**config.mk**
```make
export PLATFORM = sky130hd
export DESIGN_NAME = calendar_clock_with_alarm_core
export DESIGN_NICKNAME = d
export VERILOG_FILES = /design/src/ccwa_pkg.sv /design/src/calendar_clock_with_alarm_core.sv
export SDC_FILE = /design/constraint.sdc
export NUM_CORES = 1
export LEC_CHECK = 0
export BUFFER_PORTS_ARGS = -buffer_cell sky130_fd_sc_hd__buf_2
export CAP_MARGIN = 10
export CORE_MARGIN = 2
export CORE_UTILIZATION = 45
export DETAILED_ROUTE_END_ITERATION = 8
export SETUP_SLACK_MARGIN = 0.15
export SLEW_MARGIN = 25
export SYNTH_ARGS = -nofsm -noshare
export SYNTH_HDL_FRONTEND = slang
export SYNTH_SLANG_ARGS = --single-unit
```
**constraint.sdc**
```tcl
create_clock -name clk_i -period 10.4 [get_ports clk_i]
set_input_delay 1.04 -clock clk_i [delete_from_list [all_inputs] [get_ports clk_i]]
set_output_delay 1.04 -clock clk_i [all_outputs]
set_load 0.005 [all_outputs]
```
**src/ccwa_pkg.sv**
```systemverilog
// ----------------------------------------------------------------------------
// Calendar clock package
// Field widths, limits and reset values shared by the core and its checker.
// ----------------------------------------------------------------------------
package ccwa_pkg;

  localparam int unsigned ModeW  = 4;
  localparam int unsigned HourW  = 5;
  localparam int unsigned MinW   = 6;
  localparam int unsigned SecW   = 6;
  localparam int unsigned DayW   = 5;
  localparam int unsigned MonthW = 4;
  localparam int unsigned YearW  = 14;
  localparam int unsigned StepsW = 10;
  localparam int unsigned YearPartW = 7;

  localparam logic [SecW-1:0]   SecLast    = SecW'(59);
  localparam logic [MinW-1:0]   MinLast    = MinW'(59);
  localparam logic [HourW-1:0]  HourLast   = HourW'(23);
  localparam logic [HourW-1:0]  HourLimit24 = HourW'(24);
  localparam logic [HourW-1:0]  HourLimit12 = HourW'(12);
  localparam logic [DayW-1:0]   DayFirst   = DayW'(1);
  localparam logic [DayW-1:0]   DayLast31  = DayW'(31);
  localparam logic [DayW-1:0]   DayLast30  = DayW'(30);
  localparam logic [DayW-1:0]   DayLastLeap = DayW'(29);
  localparam logic [DayW-1:0]   DayLastFeb = DayW'(28);
  localparam logic [MonthW-1:0] MonthJan   = MonthW'(1);
  localparam logic [MonthW-1:0] MonthFeb   = MonthW'(2);
  localparam logic [MonthW-1:0] MonthApr   = MonthW'(4);
  localparam logic [MonthW-1:0] MonthJun   = MonthW'(6);
  localparam logic [MonthW-1:0] MonthSep   = MonthW'(9);
  localparam logic [MonthW-1:0] MonthNov   = MonthW'(11);
  localparam logic [MonthW-1:0] MonthDec   = MonthW'(12);
  localparam logic [YearW-1:0]  YearLast   = YearW'(9999);
  localparam logic [YearPartW-1:0] YearPartLast = YearPartW'(99);
  localparam logic [ModeW-1:0]  ModeLast   = ModeW'(11);

  localparam logic [YearW-1:0]     YearReset    = YearW'(2023);
  localparam logic [YearPartW-1:0] CenturyReset = YearPartW'(20);
  localparam logic [YearPartW-1:0] YearLoReset  = YearPartW'(23);
  localparam logic [StepsW-1:0]    StepsReset   = StepsW'(500);

  localparam int unsigned SecCount  = 60;
  localparam int unsigned MinCount  = 60;
  localparam int unsigned HourCount = 24;

endpackage

```
**src/calendar_clock_with_alarm_core.sv**
```systemverilog
// Latency: a result beat is offered the cycle after its input beat is accepted.
// Throughput: one beat per cycle unless the output stalls, one update per beat.
// Input is stalled only while a finished result beat is held by a stalled output.
// Reset: asynchronous, active low; time 00:00:00, January 1 2023, alarm 00:00:00,
// 24-hour limit, date view length 500 steps, mode init, no result pending.
// ----------------------------------------------------------------------------
// Calendar clock with alarm core
// Time and Gregorian calendar counters, alarm compare and a twelve-state
// user-interface mode machine, updated once per accepted input beat.
// ----------------------------------------------------------------------------
module calendar_clock_with_alarm_core (
  input  logic                            clk_i,
  input  logic                            rst_ni,
  input  logic                            date_view_steps_we_i,
  input  logic [ccwa_pkg::StepsW-1:0]     date_view_steps_i,
  input  logic                            in_valid_i,
  output logic                            in_stall_o,
  input  logic                            second_tick_i,
  input  logic                            button_mode_i,
  input  logic                            button_select_i,
  input  logic                            button_adjust_i,
  output logic                            out_valid_o,
  input  logic                            out_stall_i,
  output logic [ccwa_pkg::ModeW-1:0]      mode_state_o,
  output logic [ccwa_pkg::HourW-1:0]      hours_o,
  output logic [ccwa_pkg::MinW-1:0]       minutes_o,
  output logic [ccwa_pkg::SecW-1:0]       seconds_o,
  output logic [ccwa_pkg::DayW-1:0]       day_of_month_o,
  output logic [ccwa_pkg::MonthW-1:0]     month_number_o,
  output logic [ccwa_pkg::YearW-1:0]      year_number_o,
  output logic [ccwa_pkg::HourW-1:0]      alarm_hours_o,
  output logic [ccwa_pkg::MinW-1:0]       alarm_minutes_o,
  output logic [ccwa_pkg::SecW-1:0]       alarm_seconds_o,
  output logic                            alarm_active_o,
  output logic                            twelve_hour_limit_o
);
  import ccwa_pkg::*;

  typedef enum logic [ModeW-1:0] {
    ModeInit,
    ModeTime,
    ModeTimedDate,
    ModeDate,
    ModeHourFmt,
    ModeAlarmView,
    ModeAlarmHour,
    ModeAlarmMin,
    ModeAlarmSec,
    ModeZone,
    ModeInc,
    ModeDec
  } mode_e;

  mode_e                mode_q, mode_d;
  logic [SecW-1:0]      sec_q, sec_d, sec_adv;
  logic [MinW-1:0]      min_q, min_d, min_adv;
  logic [HourW-1:0]     hour_q, hour_d, hour_adv;
  logic [DayW-1:0]      day_q, day_d;
  logic [MonthW-1:0]    month_q, month_d;
  logic [YearW-1:0]     year_q, year_d;
  logic [YearPartW-1:0] year_lo_q, year_lo_d;
  logic [YearPartW-1:0] century_q, century_d;
  logic [HourW-1:0]     alarm_hour_q, alarm_hour_d;
  logic [MinW-1:0]      alarm_min_q, alarm_min_d;
  logic [SecW-1:0]      alarm_sec_q, alarm_sec_d;
  logic                 twelve_q, twelve_d;
  logic [StepsW-1:0]    view_cnt_q, view_cnt_d, view_cnt_inc;
  logic [StepsW-1:0]    steps_q;
  logic                 alarm_q, alarm_d;
  logic                 out_valid_q;
  logic                 in_accept;
  logic                 leap_year;
  logic                 short_month;
  logic                 month_end;
  logic [DayW-1:0]      feb_last;

  function automatic logic [HourW-1:0] hour_up(logic [HourW-1:0] h, logic twelve);
    logic [HourW-1:0] nxt;
    logic [HourW-1:0] limit;
    limit = twelve ? HourLimit12 : HourLimit24;
    nxt   = h + 1'b1;
    return (nxt >= limit) ? '0 : nxt;
  endfunction

  function automatic logic [HourW-1:0] hour_down(logic [HourW-1:0] h, logic twelve);
    logic [HourW-1:0] limit;
    limit = twelve ? HourLimit12 : HourLimit24;
    return (h == '0) ? (limit - 1'b1) : (h - 1'b1);
  endfunction

  assign in_stall_o   = out_valid_q & out_stall_i;
  assign in_accept    = in_valid_i & ~in_stall_o;
  assign view_cnt_inc = view_cnt_q + 1'b1;

  // The year is tracked as century and year within century to find leap years.
  assign leap_year   = (year_lo_q[1:0] == 2'b00) &&
                       ((year_lo_q != '0) || (century_q[1:0] == 2'b00));
  assign feb_last    = leap_year ? DayLastLeap : DayLastFeb;
  assign short_month = (month_q == MonthApr) || (month_q == MonthJun) ||
                       (month_q == MonthSep) || (month_q == MonthNov);
  assign month_end   = (day_q == DayLast31) || (short_month && (day_q == DayLast30)) ||
                       ((month_q == MonthFeb) && (day_q == feb_last));

  always_comb begin
    sec_adv   = sec_q;
    min_adv   = min_q;
    hour_adv  = hour_q;
    day_d     = day_q;
    month_d   = month_q;
    year_d    = year_q;
    year_lo_d = year_lo_q;
    century_d = century_q;
    alarm_d   = alarm_q;
    if (second_tick_i) begin
      if (sec_q == SecLast) begin
        sec_adv = '0;
        if (min_q == MinLast) begin
          min_adv = '0;
          if (hour_q == HourLast) begin
            hour_adv = '0;
            if (month_end) begin
              day_d = DayFirst;
              if (month_q == MonthDec) begin
                month_d = MonthJan;
                year_d  = (year_q >= YearLast) ? '0 : year_q + 1'b1;
                if (year_lo_q == YearPartLast) begin
                  year_lo_d = '0;
                  century_d = (century_q == YearPartLast) ? '0 : century_q + 1'b1;
                end else begin
                  year_lo_d = year_lo_q + 1'b1;
                end
              end else begin
                month_d = month_q + 1'b1;
              end
            end else begin
              day_d = day_q + 1'b1;
            end
          end else begin
            hour_adv = hour_q + 1'b1;
          end
        end else begin
          min_adv = min_q + 1'b1;
        end
      end else begin
        sec_adv = sec_q + 1'b1;
      end
      if ((hour_adv == alarm_hour_q) && (min_adv == alarm_min_q) &&
          (sec_adv == alarm_sec_q)) begin
        alarm_d = 1'b1;
      end
    end
    if (button_adjust_i) begin
      alarm_d = 1'b0;
    end
  end

  always_comb begin
    mode_d       = mode_q;
    sec_d        = sec_adv;
    min_d        = min_adv;
    hour_d       = hour_adv;
    alarm_hour_d = alarm_hour_q;
    alarm_min_d  = alarm_min_q;
    alarm_sec_d  = alarm_sec_q;
    twelve_d     = twelve_q;
    view_cnt_d   = view_cnt_q;
    case (mode_q)
      ModeInit: begin
        mode_d = ModeTime;
      end
      ModeTime: begin
        if (button_mode_i) mode_d = ModeDate;
        if (button_select_i) mode_d = ModeTimedDate;
      end
      ModeTimedDate: begin
        if (button_mode_i) mode_d = ModeDate;
        if (view_cnt_inc >= steps_q) begin
          view_cnt_d = '0;
          mode_d     = ModeTime;
        end else begin
          view_cnt_d = view_cnt_inc;
        end
      end
      ModeDate: begin
        if (button_mode_i) mode_d = ModeHourFmt;
      end
      ModeHourFmt: begin
        if (button_mode_i) mode_d = ModeAlarmView;
        if (button_select_i) twelve_d = 1'b0;
        if (button_adjust_i) twelve_d = 1'b1;
      end
      ModeAlarmView: begin
        if (button_mode_i) mode_d = ModeZone;
        if (button_select_i) mode_d = ModeAlarmHour;
      end
      ModeAlarmHour: begin
        if (button_select_i) mode_d = ModeAlarmMin;
        if (button_adjust_i) alarm_hour_d = hour_up(alarm_hour_q, twelve_q);
        if (button_mode_i) mode_d = ModeZone;
      end
      ModeAlarmMin: begin
        if (button_select_i) mode_d = ModeAlarmSec;
        if (button_adjust_i) begin
          alarm_min_d = (alarm_min_q == MinLast) ? '0 : alarm_min_q + 1'b1;
        end
        if (button_mode_i) mode_d = ModeZone;
      end
      ModeAlarmSec: begin
        if (button_select_i) mode_d = ModeAlarmHour;
        if (button_adjust_i) begin
          alarm_sec_d = (alarm_sec_q == SecLast) ? '0 : alarm_sec_q + 1'b1;
        end
        if (button_mode_i) mode_d = ModeZone;
      end
      ModeZone: begin
        if (button_mode_i) mode_d = ModeTime;
        if (button_select_i) mode_d = ModeInc;
      end
      ModeInc: begin
        if (button_mode_i) mode_d = ModeTime;
        if (button_select_i) hour_d = hour_up(hour_d, twelve_q);
        if (button_adjust_i) begin
          mode_d = ModeDec;
          hour_d = hour_down(hour_d, twelve_q);
        end
      end
      ModeDec: begin
        if (button_mode_i) mode_d = ModeTime;
        if (button_select_i) begin
          mode_d = ModeInc;
          hour_d = hour_up(hour_d, twelve_q);
        end
        if (button_adjust_i) hour_d = hour_down(hour_d, twelve_q);
      end
      default: begin
      end
    endcase
  end

  always_ff @(posedge clk_i or negedge rst_ni) begin
    if (!rst_ni) begin
      mode_q       <= ModeInit;
      sec_q        <= '0;
      min_q        <= '0;
      hour_q       <= '0;
      day_q        <= DayFirst;
      month_q      <= MonthJan;
      year_q       <= YearReset;
      year_lo_q    <= YearLoReset;
      century_q    <= CenturyReset;
      alarm_hour_q <= '0;
      alarm_min_q  <= '0;
      alarm_sec_q  <= '0;
      twelve_q     <= 1'b0;
      view_cnt_q   <= '0;
      alarm_q      <= 1'b0;
      steps_q      <= StepsReset;
      out_valid_q  <= 1'b0;
    end else begin
      if (date_view_steps_we_i) begin
        steps_q <= date_view_steps_i;
      end
      if (in_accept) begin
        mode_q       <= mode_d;
        sec_q        <= sec_d;
        min_q        <= min_d;
        hour_q       <= hour_d;
        day_q        <= day_d;
        month_q      <= month_d;
        year_q       <= year_d;
        year_lo_q    <= year_lo_d;
        century_q    <= century_d;
        alarm_hour_q <= alarm_hour_d;
        alarm_min_q  <= alarm_min_d;
        alarm_sec_q  <= alarm_sec_d;
        twelve_q     <= twelve_d;
        view_cnt_q   <= view_cnt_d;
        alarm_q      <= alarm_d;
        out_valid_q  <= 1'b1;
      end else if (!out_stall_i) begin
        out_valid_q  <= 1'b0;
      end
    end
  end

  assign out_valid_o         = out_valid_q;
  assign mode_state_o        = mode_q;
  assign hours_o             = hour_q;
  assign minutes_o           = min_q;
  assign seconds_o           = sec_q;
  assign day_of_month_o      = day_q;
  assign month_number_o      = month_q;
  assign year_number_o       = year_q;
  assign alarm_hours_o       = alarm_hour_q;
  assign alarm_minutes_o     = alarm_min_q;
  assign alarm_seconds_o     = alarm_sec_q;
  assign alarm_active_o      = alarm_q;
  assign twelve_hour_limit_o = twelve_q;

endmodule

```
---- Word level (Yosys, flattened, before mapping) ----
Cells that the tools add are included.
storage, ports and cells
  output and inout bits ................... 65
  logic and storage cells ................. 165
  register bits ........................... 98
  input bits .............................. 19
cells by class
  bitwise operators ....................... 3
  $add $sub $neg .......................... 16
  magnitude comparators ................... 4
  reductions and logical operators ........ 34
  multiplexer cells ....................... 54
  equal/unequal tests ..................... 37
operator list
  cell                   count
  $mux 5                 16
  $mux 4                 17
  $pmux 4 s11            1
  $mux 6                 7
  $eq 4x4->1 const B     7
  $add 6x1->6 const B    4
  $eq 4x3->1 const B     6
  $eq 6x6->1 const B     4
  $add 5x1->5 const B    4
  $reduce_and 8->1       2
  $eq 5x5->1 const B     3
  $reduce_and 3->1       5
  $sub 5x1->5 const B    3
  $add 14x1->14 const B  1
  $add 7x1->7 const B    2
  $eq 7x7->1 const B     2
  $ge 14x14->1 const B   1
  $mux 14                1
  $mux 7                 2
  $eq 4x2->1 const B     3
  $eq 6x6->1             2
  $ne 3x3->1 const B     4
  $reduce_bool 11->1     1
  $add 10x1->10 const B  1
  24 further kinds       49

---- Logic depth before layout (Yosys ltp) ----
Gate-level depths: netlist (run 1).
  word-level depth ........................ 15
  depth in mapped cells ................... 23
  depth with buffers taken out ............ 22

---- Least setup slack after synthesis (run 1) ----
Ideal clock, no wire load.
  kind .................................... input-to-reg
  start point ............................. in second_tick_i
  end point ............................... reg hour_q[4] (netlist: hours_o[4])
  setup slack ............................. 5813 ps
  library setup time ...................... 86 ps
  buffers on the path ..................... 0
  data required time ...................... 10314 ps
  arrival time ............................ 4501 ps
  stages on the path ...................... 18
  path through ............................ nand3b_4 -> or2_4 -> nor4_1 -> a21oi_1 -> inv_1 -> ha_1 -> nor3b_1 -> xnor2_1 -> ha_1 -> nand2_1 -> o41ai_1 -> a41oi_2 -> a21oi_1 -> ha_1 -> a21oi_1 -> or4_1 -> a211o_1 -> o221ai_2
between the ends
  word-level cells in the longest chain between the ends .. 10
  elaborated cells between the ends (all ways) .. 16
  those cells by class .................... add/sub: 3; order compare: 1; mux: 10; reduce/logical: 2
ends and longest elaborated chain
  item                                                   line                                                                          text
  start, declared                                        calendar_clock_with_alarm_core.sv:18                                          input logic second_tick_i,
  $mux 5 *                                               calendar_clock_with_alarm_core.sv:114                                         if (second_tick_i) begin
  $add 5x1->5                                            calendar_clock_with_alarm_core.sv:81                                          nxt = h + 1'b1;
  $ge 5x5->1                                             calendar_clock_with_alarm_core.sv:82                                          return (nxt >= limit) ? '0 : nxt;
  $mux 5                                                 calendar_clock_with_alarm_core.sv:82
  $mux 5                                                 calendar_clock_with_alarm_core.sv:221, calendar_clock_with_alarm_core.sv:229
  $mux 5                                                 calendar_clock_with_alarm_core.sv:167                                         case (mode_q)
  $sub 5x1->5 / $logic_not 5->1 (equally long branches)  calendar_clock_with_alarm_core.sv:88                                          return (h == '0) ? (limit - 1'b1) : (h - 1'b1);
  $mux 5                                                 calendar_clock_with_alarm_core.sv:88
  $mux 5 (on tied branches)                              calendar_clock_with_alarm_core.sv:233, calendar_clock_with_alarm_core.sv:222
  $pmux 5 s2 *                                           calendar_clock_with_alarm_core.sv:167
  end signal, assigned                                   calendar_clock_with_alarm_core.sv:267                                         hour_q <= hour_d;
  end, declared                                          calendar_clock_with_alarm_core.sv:57                                          logic [HourW-1:0] hour_q, hour_d, hour_adv;
Every way passes the cells marked *; elsewhere a longest branch is shown, timed or not. The select of a mux whose other input is x is not followed.
A chain may end at the register's enable or synchronous reset.

---- Worst setup path in the final report (run 1) ----
  start point ............................. reg sec_q[0] (netlist: seconds_o[0])
  end point ............................... reg hour_q[4] (netlist: hours_o[4])
between the ends
  word-level cells in the longest chain between the ends .. 13
  elaborated cells between the ends (all ways) .. 19
  those cells by class .................... add/sub: 3; order compare: 1; eq/ne: 1; mux: 12; reduce/logical: 2
ends and longest elaborated chain
  item                                                   line                                                                          text
  start, declared                                        calendar_clock_with_alarm_core.sv:55                                          logic [SecW-1:0] sec_q, sec_d, sec_adv;
  start signal, assigned                                 calendar_clock_with_alarm_core.sv:243                                         sec_q <= '0;
  start signal, assigned                                 calendar_clock_with_alarm_core.sv:265                                         sec_q <= sec_d;
  $eq 6x6->1 *                                           calendar_clock_with_alarm_core.sv:115                                         if (sec_q == SecLast) begin
  $mux 5 *                                               calendar_clock_with_alarm_core.sv:115
  $mux 5 * (2 in series)                                 calendar_clock_with_alarm_core.sv:114
  $add 5x1->5                                            calendar_clock_with_alarm_core.sv:81
  $ge 5x5->1                                             calendar_clock_with_alarm_core.sv:82
  $mux 5                                                 calendar_clock_with_alarm_core.sv:82
  $mux 5                                                 calendar_clock_with_alarm_core.sv:221, calendar_clock_with_alarm_core.sv:229
  $mux 5                                                 calendar_clock_with_alarm_core.sv:167
  $sub 5x1->5 / $logic_not 5->1 (equally long branches)  calendar_clock_with_alarm_core.sv:88
  $mux 5                                                 calendar_clock_with_alarm_core.sv:88
  $mux 5 (on tied branches)                              calendar_clock_with_alarm_core.sv:233, calendar_clock_with_alarm_core.sv:222
  $pmux 5 s2 *                                           calendar_clock_with_alarm_core.sv:167
Marks and branches as above.

==> results.txt, run 1 <==
----------------------------------------------------
[Placement]
  Number of placed instances with taps included ... 1017
  Hpwl dp ... 12.3 mm
  Total of buffers placed on input and output ports ... 83
  Final RePlAce weighted congestion ... 0.872

[Floorplan]
  Total die area ... 0.0158 mm2
  Number of rows created at floorplan ... 44
  Floorplan core area ... 0.0145 mm2
  I/O Pins ... 84
  Effective utilization at floorplan ... 46.0%
  Vert. Die Dim ... 126 um
  Horizontal extent of the die ... 126 um

[Route]
  Total Routed Length ... 16.8 mm
  M1 WL ... 7.66 mm
  Top Layer Used ... met4
  Routed via count ... 6038
  First DRT Iteration DRCs ... 359
  Detailed route wirelength on metal3 ... 789 um
  DR pass1 iterations ... 4
  Detailed-route DRC error count ... 0
  Routed wl met2 ... 8.04 mm
  Average detailed-routed wire length per instance ... 16.3 um
  DRT antenna net count ... 0
  Via/cell ratio ... 5.85

[Job]
  Number of max-cap violations ... 0

[Global route]
  Initial antenna violation count ... 0
  Via count of the first global-routing pass ... 5716
  Largest net degree at the start of global routing ... 68
  Global-route wire length before repair ... 28.5 mm
  Global routing usage summed across all routing layers ... 21.7%
  Remaining global-route overflow ... 0

[Synthesis]
  Async SR Flop Fraction ... 100%
  Number of enable flip-flop cells after synthesis ... 0
  Flop and latch count out of synthesis ... 98
  Most used DFF post-synth ... sky130_fd_sc_hd__dfrtp_1
  Warning count from the yosys run ... 0
  Mapped cell area ... 0.00669 mm2
  Mapped Avg Cell Area ... 8.54 um2
  Gate count of the mapped netlist ... 783
  Number of different library cells in the post-synthesis netlist ... 68
  Portion of the post-synthesis area used by sequential elements ... 37.1%
  Synthesized netlist net count ... 840

[Critical path]
  FF-to-FF path depth ... 20
  Largest stage delay, worst path ... 510 ps
  Classification of the worst setup path ... register to register
  Required @ worst endpoint ... 10660 ps
  FF-to-FF End ... hours_o[4]
  Capturing element type of the critical path ... register
  Worst path depth ... 20
  Sequence of cells on the critical path ... ha_1, and2_1, nand3_1, a21oi_1, inv_1, ha_1, xnor2_1, inv_1, ha_1, nand2_1, nand2_1, nand2_1, o41ai_1, a41oi_2, a21oi_1, ha_1, a21oi_1, or4_1, a211o_1, o221ai_2
  Flop2flop setup slack ... 5070 ps
  Start point of the critical path ... seconds_o[0]
  Total buffers and inverters traversed by the critical path ... 2
  Critical path capture point ... hours_o[4]
  Cell type with the highest occurrence count on the critical path ... sky130_fd_sc_hd__ha_1
  Crit-path leading delay family ... compound AO/OA/AOI/OAI gates
  CP arrival ... 5590 ps
  Cell with the largest stage delay on the worst path ... sky130_fd_sc_hd__and2_1
  Startpoint of the most critical register-to-register path ... seconds_o[0]
  Biggest fanout along the worst timing path ... 13
  Sort of element at the start of the critical path ... register

[Finish]
  Area grow syn2layout ... 12.0%
  Number of diodes added for antenna fixing ... 0
  Post-Layout Cell Count ... 1033
  Final net count ... 901
  Share of cells above drive strength 1 ... 17.9%

[STA]
  Number of endpoints failing setup at the final stage ... 0
  Max-slew violations ... 0
  Relative max-transition margin ... 42.2%
  Transition at the pin with the smallest max-transition slack ... 862 ps
  Maximum clock rate ... 0.188 GHz
  Time the worst path needs with I/O delays and setup ... 5330 ps
  Final number of hold-violating endpoints ... 0
  Unrepaired setup endpoints after global routing ... false
  Final sum of negative setup slack ... 0 ps
  Worst clock skew ... 6.59 ps
  Final period utilization ... 51.3%

[Clock network]
  Clock-pin slew reported for the worst setup and hold paths after clock tree synthesis ... 70 ps
  H-tree depth ... 3
  Worst skew pair latency ... 350 ps
  TritonCTS Buffers ... 9
  CTS Root Buffer Type ... sky130_fd_sc_hd__clkbuf_16
  Clock sink count ... 98
  Max Root-Sink Buffers ... 2
  Post-CTS Hold Buffers ... 0
  Post-CTS setup buffer count ... 0
  Count of instances resized after the clock tree is built ... 0
  CTS tree ... built

[Power]
  Overall power of the completed layout ... 1.33 mW
  Largest voltage drop on the vdd net ... 0.107 mV
  Leakage power figure ... 3.38 nW
  Power density normalized to cell area ... 178 mW/mm2

[Outcome]
  Run status ... completed

[Worst hold path]
  Min-Delay Path Class ... register to register

----------------------------------------------------
[synth_stat cells (3+ instances only)]
master / count / area [um2]
sky130_fd_sc_hd__and2_1: 4 / 25.0
sky130_fd_sc_hd__nor3_1: 20 / 100
sky130_fd_sc_hd__dfstp_2: 23 / 604
sky130_fd_sc_hd__or3_1: 3 / 18.8
sky130_fd_sc_hd__nor3b_1: 6 / 45.0
sky130_fd_sc_hd__buf_2: 5 / 25.0
sky130_fd_sc_hd__o21ai_0: 82 / 410
sky130_fd_sc_hd__dfrtp_1: 75 / 1880
sky130_fd_sc_hd__mux2_2: 11 / 124
sky130_fd_sc_hd__nor2_1: 54 / 203
sky130_fd_sc_hd__clkbuf_1: 27 / 101
sky130_fd_sc_hd__o41ai_1: 5 / 43.8
sky130_fd_sc_hd__nor2b_1: 5 / 31.3
sky130_fd_sc_hd__a211oi_1: 3 / 22.5
sky130_fd_sc_hd__nand3_1: 41 / 205
sky130_fd_sc_hd__ha_1: 38 / 475
sky130_fd_sc_hd__a21oi_1: 36 / 180
sky130_fd_sc_hd__a2111oi_0: 3 / 26.3
sky130_fd_sc_hd__mux2i_1: 12 / 120
sky130_fd_sc_hd__o31ai_1: 16 / 120
sky130_fd_sc_hd__xor2_1: 18 / 158
sky130_fd_sc_hd__nand4b_1: 3 / 26.3
sky130_fd_sc_hd__a21o_1: 10 / 75.1
sky130_fd_sc_hd__and3_1: 10 / 62.6
sky130_fd_sc_hd__nor4_1: 11 / 68.8
sky130_fd_sc_hd__a22o_1: 3 / 26.3
sky130_fd_sc_hd__nand4_1: 20 / 125
sky130_fd_sc_hd__xnor2_1: 28 / 245
sky130_fd_sc_hd__inv_1: 30 / 113
sky130_fd_sc_hd__o211ai_1: 5 / 37.5
sky130_fd_sc_hd__a31oi_1: 11 / 68.8
sky130_fd_sc_hd__or2_2: 4 / 25.0
sky130_fd_sc_hd__nand2b_1: 12 / 75.1
sky130_fd_sc_hd__nand2_1: 107 / 402
[how the worst min path moves through the flow]
stage | startpoint | cells past startpoint | end
floorplan | year_number_o[1] | 2 | year_number_o[1]
CTS | year_number_o[1] | 2 | year_number_o[1]
global route | century_q[4] | 1 | century_q[4]
finish | year_number_o[1] | 2 | year_number_o[1]
global placement | year_number_o[1] | 2 | year_number_o[1]
detailed placement | year_number_o[1] | 2 | year_number_o[1]
[state kept, by name, summed over array words and instances, names as in the netlist, 5 cells and up]
name	cells
steps_q	10
view_cnt_q	10
minutes_o	6
year_number_o	14
day_of_month_o	5
year_lo_q	7
alarm_seconds_o	6
century_q	7
alarm_hours_o	5
seconds_o	6
hours_o	5
alarm_minutes_o	6
[cell type report]
type | instances | area (um2)
timing repair buffer | 85 | 433
tap | 184 | 230
clock inverter | 3 | 21.3
sequential | 98 | 2480
fill | 1406 | 7050
clock buffer | 13 | 260
multi-input combinational | 620 | 3950
inverter | 30 | 113
[routing by layer]
metal,up-vias,track usage (%)
li1,2941,-
met1,2928,29.9
met2,147,34.7
met3,22,3.70
met4,0,7.69
met5,-,0
[layout by cell type, fill, tap and decap left out, drive strengths merged, types with 20 or more instances in the layout]
| master | instances |
|---|---|
| a21oi | 36 |
| dfstp | 23 |
| dfrtp | 75 |
| ha | 38 |
| nand4 | 20 |
| buf | 85 |
| inv | 31 |
| nor2 | 54 |
| o21ai | 82 |
| nand2 | 107 |
| nor3 | 22 |
| xnor2 | 28 |
| nand3 | 43 |
[logic make-up (layout without fill, tap and decap cells)]
group,count (synthesis),in the layout,synth area share (%)
AOI/OAI and AO/OA,200,200,19.0
xor gates and xnor gates,46,46,6.03
adders and majority gates,38,38,7.11
buffers and inverters,65,131,3.91
DFF,98,98,37.1
muxes,23,23,3.65
and+or+nand+nor,313,313,23.2
[through the flow]
stage,area [um2],utilization [%],hold slack [ps],setup WS (ps)
floorplan,6690,-,465,5810
global placement,7200,49.5,473,5340
detailed placement,7200,49.5,471,5130
CTS,7480,51.5,481,5080
global route,7490,51.5,519,4510
finish,7490,51.5,482,5070
[power by group]
part | leakage (nW) | switching, mW | internal [mW] | total [mW]
logic | 2.03 | 0.269 | 0.203 | 0.472
registers | 1.22 | 0.108 | 0.428 | 0.536
clock network | 0.136 | 0.150 | 0.176 | 0.326
total | 3.38 | 0.526 | 0.807 | 1.33
[worst register-to-register path, stage by stage, from the launching register on]
cell and delay (ps):
sky130_fd_sc_hd__dfrtp_1 480, sky130_fd_sc_hd__ha_1 390, sky130_fd_sc_hd__and2_1 510, sky130_fd_sc_hd__nand3_1 230, sky130_fd_sc_hd__a21oi_1 340, sky130_fd_sc_hd__inv_1 140, sky130_fd_sc_hd__ha_1 230, sky130_fd_sc_hd__xnor2_1 260
sky130_fd_sc_hd__inv_1 70, sky130_fd_sc_hd__ha_1 280, sky130_fd_sc_hd__nand2_1 50, sky130_fd_sc_hd__nand2_1 110, sky130_fd_sc_hd__nand2_1 80, sky130_fd_sc_hd__o41ai_1 380, sky130_fd_sc_hd__a41oi_2 140, sky130_fd_sc_hd__a21oi_1 340
sky130_fd_sc_hd__ha_1 270, sky130_fd_sc_hd__a21oi_1 50, sky130_fd_sc_hd__or4_1 400, sky130_fd_sc_hd__a211o_1 320, sky130_fd_sc_hd__o221ai_2 150
No activity file was read; power rests on OpenSTA's default activity.
==> run 2: changes to the inputs <==
PLACE_DENSITY = 0.67   (was not set)
clock period = 4.4 ns   (was 10.4 ns; I/O delays follow)
==> results.txt, run 2 (same netlist as run 1, synthesis figures left out) <==
----------------------------------------------------
[Outcome]
  Run status ... completed (unchanged)

[STA]
  Final number of hold-violating endpoints ... 0 (unchanged)
  Max-slew violations ... 0 (unchanged)
  Maximum clock rate ... 0.245 GHz (was 0.188 GHz)
  Time the worst path needs with I/O delays and setup ... 4080 ps (was 5330 ps)
  Unrepaired setup endpoints after global routing ... false (unchanged)
  Final period utilization ... 92.8% (was 51.3%)
  Transition at the pin with the smallest max-transition slack ... 859 ps (was 862 ps)
  Final sum of negative setup slack ... 0 ps (unchanged)
  Setup slack of the critical path after layout ... 317 ps (was 5070 ps)
  Relative max-transition margin ... 42.4% (was 42.2%)
  Number of endpoints failing setup at the final stage ... 0 (unchanged)
  Worst clock skew ... 7.29 ps (was 6.59 ps)

[Critical path]
  Cell with the largest stage delay on the worst path ... sky130_fd_sc_hd__dfrtp_1 (was sky130_fd_sc_hd__and2_1)
  Flop2flop setup slack ... 320 ps (was 5070 ps)
  Crit-path leading delay family ... compound AO/OA/AOI/OAI gates (unchanged)
  Biggest fanout along the worst timing path ... 6 (was 13)
  Classification of the worst setup path ... register to register (unchanged)
  CP arrival ... 4310 ps (was 5590 ps)
  Capturing element type of the critical path ... register (unchanged)
  Required @ worst endpoint ... 4620 ps (was 10660 ps)
  Largest stage delay, worst path ... 400 ps (was 510 ps)
  Sequence of cells on the critical path ... ha_4, nand3b_4, or2_4, nor4_4, a21oi_2, inv_2, ha_4, nor3b_4, xnor2_2, ha_4, nand2_2, o41ai_2, a41oi_2, a21oi_2, ha_2, o21ai_0, a21oi_2, nor3b_1, o31a_1, a21oi_1 (was ha_1, and2_1, nand3_1, a21oi_1, inv_1, ha_1, xnor2_1, inv_1, ha_1, nand2_1, nand2_1, nand2_1, o41ai_1, a41oi_2, a21oi_1, ha_1, a21oi_1, or4_1, a211o_1, o221ai_2)
  FF-to-FF path depth ... 20 (unchanged)
  FF-to-FF End ... hours_o[2] (was hours_o[4])
  Startpoint of the most critical register-to-register path ... minutes_o[1] (was seconds_o[0])
  Total buffers and inverters traversed by the critical path ... 1 (was 2)
  Sort of element at the start of the critical path ... register (unchanged)

[Global route]
  Global routing usage summed across all routing layers ... 20.5% (was 21.7%)
  Largest net degree at the start of global routing ... 62 (was 68)
  Remaining global-route overflow ... 0 (unchanged)
  Global-route wire length before repair ... 26.9 mm (was 28.5 mm)
  Initial antenna violation count ... 0 (unchanged)
  Via count of the first global-routing pass ... 5452 (was 5716)

[Route]
  Average detailed-routed wire length per instance ... 15.4 um (was 16.3 um)
  Detailed-route DRC error count ... 0 (unchanged)
  First DRT Iteration DRCs ... 291 (was 359)
  Total Routed Length ... 16.5 mm (was 16.8 mm)
  Via/cell ratio ... 5.66 (was 5.85)
  Routed via count ... 6058 (was 6038)
  DRT antenna net count ... 0 (unchanged)
  DR pass1 iterations ... 5 (was 4)

[Floorplan]
  Effective utilization at floorplan ... 46.0% (unchanged)
  Vert. Die Dim ... 126 um (unchanged)
  Horizontal extent of the die ... 126 um (unchanged)
  Total die area ... 0.0158 mm2 (unchanged)
  Number of rows created at floorplan ... 44 (unchanged)
  Floorplan core area ... 0.0145 mm2 (unchanged)
  I/O Pins ... 84 (unchanged)

[Clock network]
  H-tree depth ... 3 (unchanged)
  Worst skew pair latency ... 350 ps (about the same)
  Clock-pin slew reported for the worst setup and hold paths after clock tree synthesis ... 70 ps (about the same)
  Clock sink count ... 98 (unchanged)
  CTS Root Buffer Type ... sky130_fd_sc_hd__clkbuf_16 (unchanged)
  TritonCTS Buffers ... 9 (unchanged)
  Max Root-Sink Buffers ... 2 (unchanged)
  Post-CTS Hold Buffers ... 0 (unchanged)
  CTS tree ... built (unchanged)

[Power]
  Leakage power figure ... 3.58 nW (was 3.38 nW)
  Power density normalized to cell area ... 421 mW/mm2 (was 178 mW/mm2)
  Largest voltage drop on the vdd net ... 0.254 mV (was 0.107 mV)
  Overall power of the completed layout ... 3.34 mW (was 1.33 mW)

[Finish]
  Most frequent cells in the layout ... 103 x sky130_fd_sc_hd__nand2_1, 82 x sky130_fd_sc_hd__o21ai_0, 82 x sky130_fd_sc_hd__buf_2 (was 107 x sky130_fd_sc_hd__nand2_1, 82 x sky130_fd_sc_hd__o21ai_0, 82 x sky130_fd_sc_hd__buf_2)
  Share of cells above drive strength 1 ... 24.2% (was 17.9%)
  Final net count ... 939 (was 901)
  Most common cell after layout, fill and taps aside ... sky130_fd_sc_hd__nand2_1 (unchanged)
  Number of flip-flops under the largest register name ... 14 (unchanged)
  Number of diodes added for antenna fixing ... 0 (unchanged)
  Fill cell instance count of the final layout ... 1364 (was 1406)
  Area grow syn2layout ... 18.6% (was 12.0%)

[Worst hold path]
  Min-Delay Path Class ... primary input to asynchronous set/reset pin (was register to register)

[Job]
  Number of max-cap violations ... 0 (unchanged)

[Placement]
  Total of buffers placed on input and output ports ... 83 (unchanged)
  Final RePlAce weighted congestion ... 0.910 (was 0.872)
  Hpwl dp ... 11.9 mm (was 12.3 mm)
  Setup Slack @ Placement ... -50.9 ps (was 5130 ps)

----------------------------------------------------
-- run 2: changes by cell type in the layout (fill, tap and decap cells not counted), sizes merged --
cell / previous run / this run
buf: 85 / 123
clkinv: 1 / 2
inv: 31 / 30
-- run 2: final cells by class --
type | instances | area [um2] | area share (%)
Sequential cell | 98 | 2480 | 31.3
Clock inverter | 3 | 25.0 | 0.316
Tap cell | 184 | 230 | 2.90
Multi-Input combinational cell | 620 | 4110 | 51.8
Clock buffer | 13 | 250 | 3.16
Timing Repair Buffer | 123 | 718 | 9.06
Inverter | 30 | 113 | 1.42
-- run 2: worst max path at each step --
stage                     cells past startpoint    startpoint  slack (ps)         end
after floorplan                              21  seconds_o[0]         160  hours_o[4]
after global placement                       19  minutes_o[1]         150  hours_o[4]
after detailed placement                     19  minutes_o[1]         -50  hours_o[4]
after CTS                                    19  minutes_o[0]         160  hours_o[4]
after global routing                         21  minutes_o[3]          70  hours_o[2]
final                                        20  minutes_o[1]         320  hours_o[2]
-- run 2: worst register-to-register path, cell delays in order, from the launching register on --
cell                       delay [ps]
sky130_fd_sc_hd__dfrtp_1          400
sky130_fd_sc_hd__ha_4             190
sky130_fd_sc_hd__nand3b_4          90
sky130_fd_sc_hd__or2_4            270
sky130_fd_sc_hd__nor4_4           230
sky130_fd_sc_hd__a21oi_2           70
sky130_fd_sc_hd__inv_2            100
sky130_fd_sc_hd__ha_4             150
sky130_fd_sc_hd__nor3b_4          220
sky130_fd_sc_hd__xnor2_2          110
sky130_fd_sc_hd__ha_4             310
sky130_fd_sc_hd__nand2_2           60
sky130_fd_sc_hd__o41ai_2          360
sky130_fd_sc_hd__a41oi_2           90
sky130_fd_sc_hd__a21oi_2          230
sky130_fd_sc_hd__ha_2             230
sky130_fd_sc_hd__o21ai_0          140
sky130_fd_sc_hd__a21oi_2          220
sky130_fd_sc_hd__nor3b_1          270
sky130_fd_sc_hd__o31a_1           150
sky130_fd_sc_hd__a21oi_1           60
-- run 2: timing repair --
action                                  4_1_cts  5_1_grt
cloned                                        0        0
gates resized for setup                       6       21
endpoints found under the setup margin        4        4
setup buffers                                 1       10
pin swaps                                     1       11
-- run 2: stage by stage --
step	instances	util, %	hold slack (ps)	instance area (um2)
after global placement	1044	51.1	471	7430
final	1071	54.6	172	7930
after CTS	1061	53.3	200	7750
after global routing	1071	54.6	240	7930
after detailed placement	1044	51.1	479	7430
after floorplan	783	-	144	6720
-- run 2: where the power goes --
group | internal, mW | switching [mW] | leakage (nW)
Clock | 0.402 | 0.350 | 0.130
Sequential | 1.01 | 0.199 | 1.22
Combinational | 0.628 | 0.748 | 2.24
Total | 2.04 | 1.30 | 3.58
-- run 2: routing by layer --
layer	global-route usage (%)	vias to the layer above	part of all wire, %
met5	0	-	0
met3	3.78	20	4.5
li1	-	3031	-
met1	28.5	2860	47
met4	6.27	0	1.5
met2	32.7	147	47
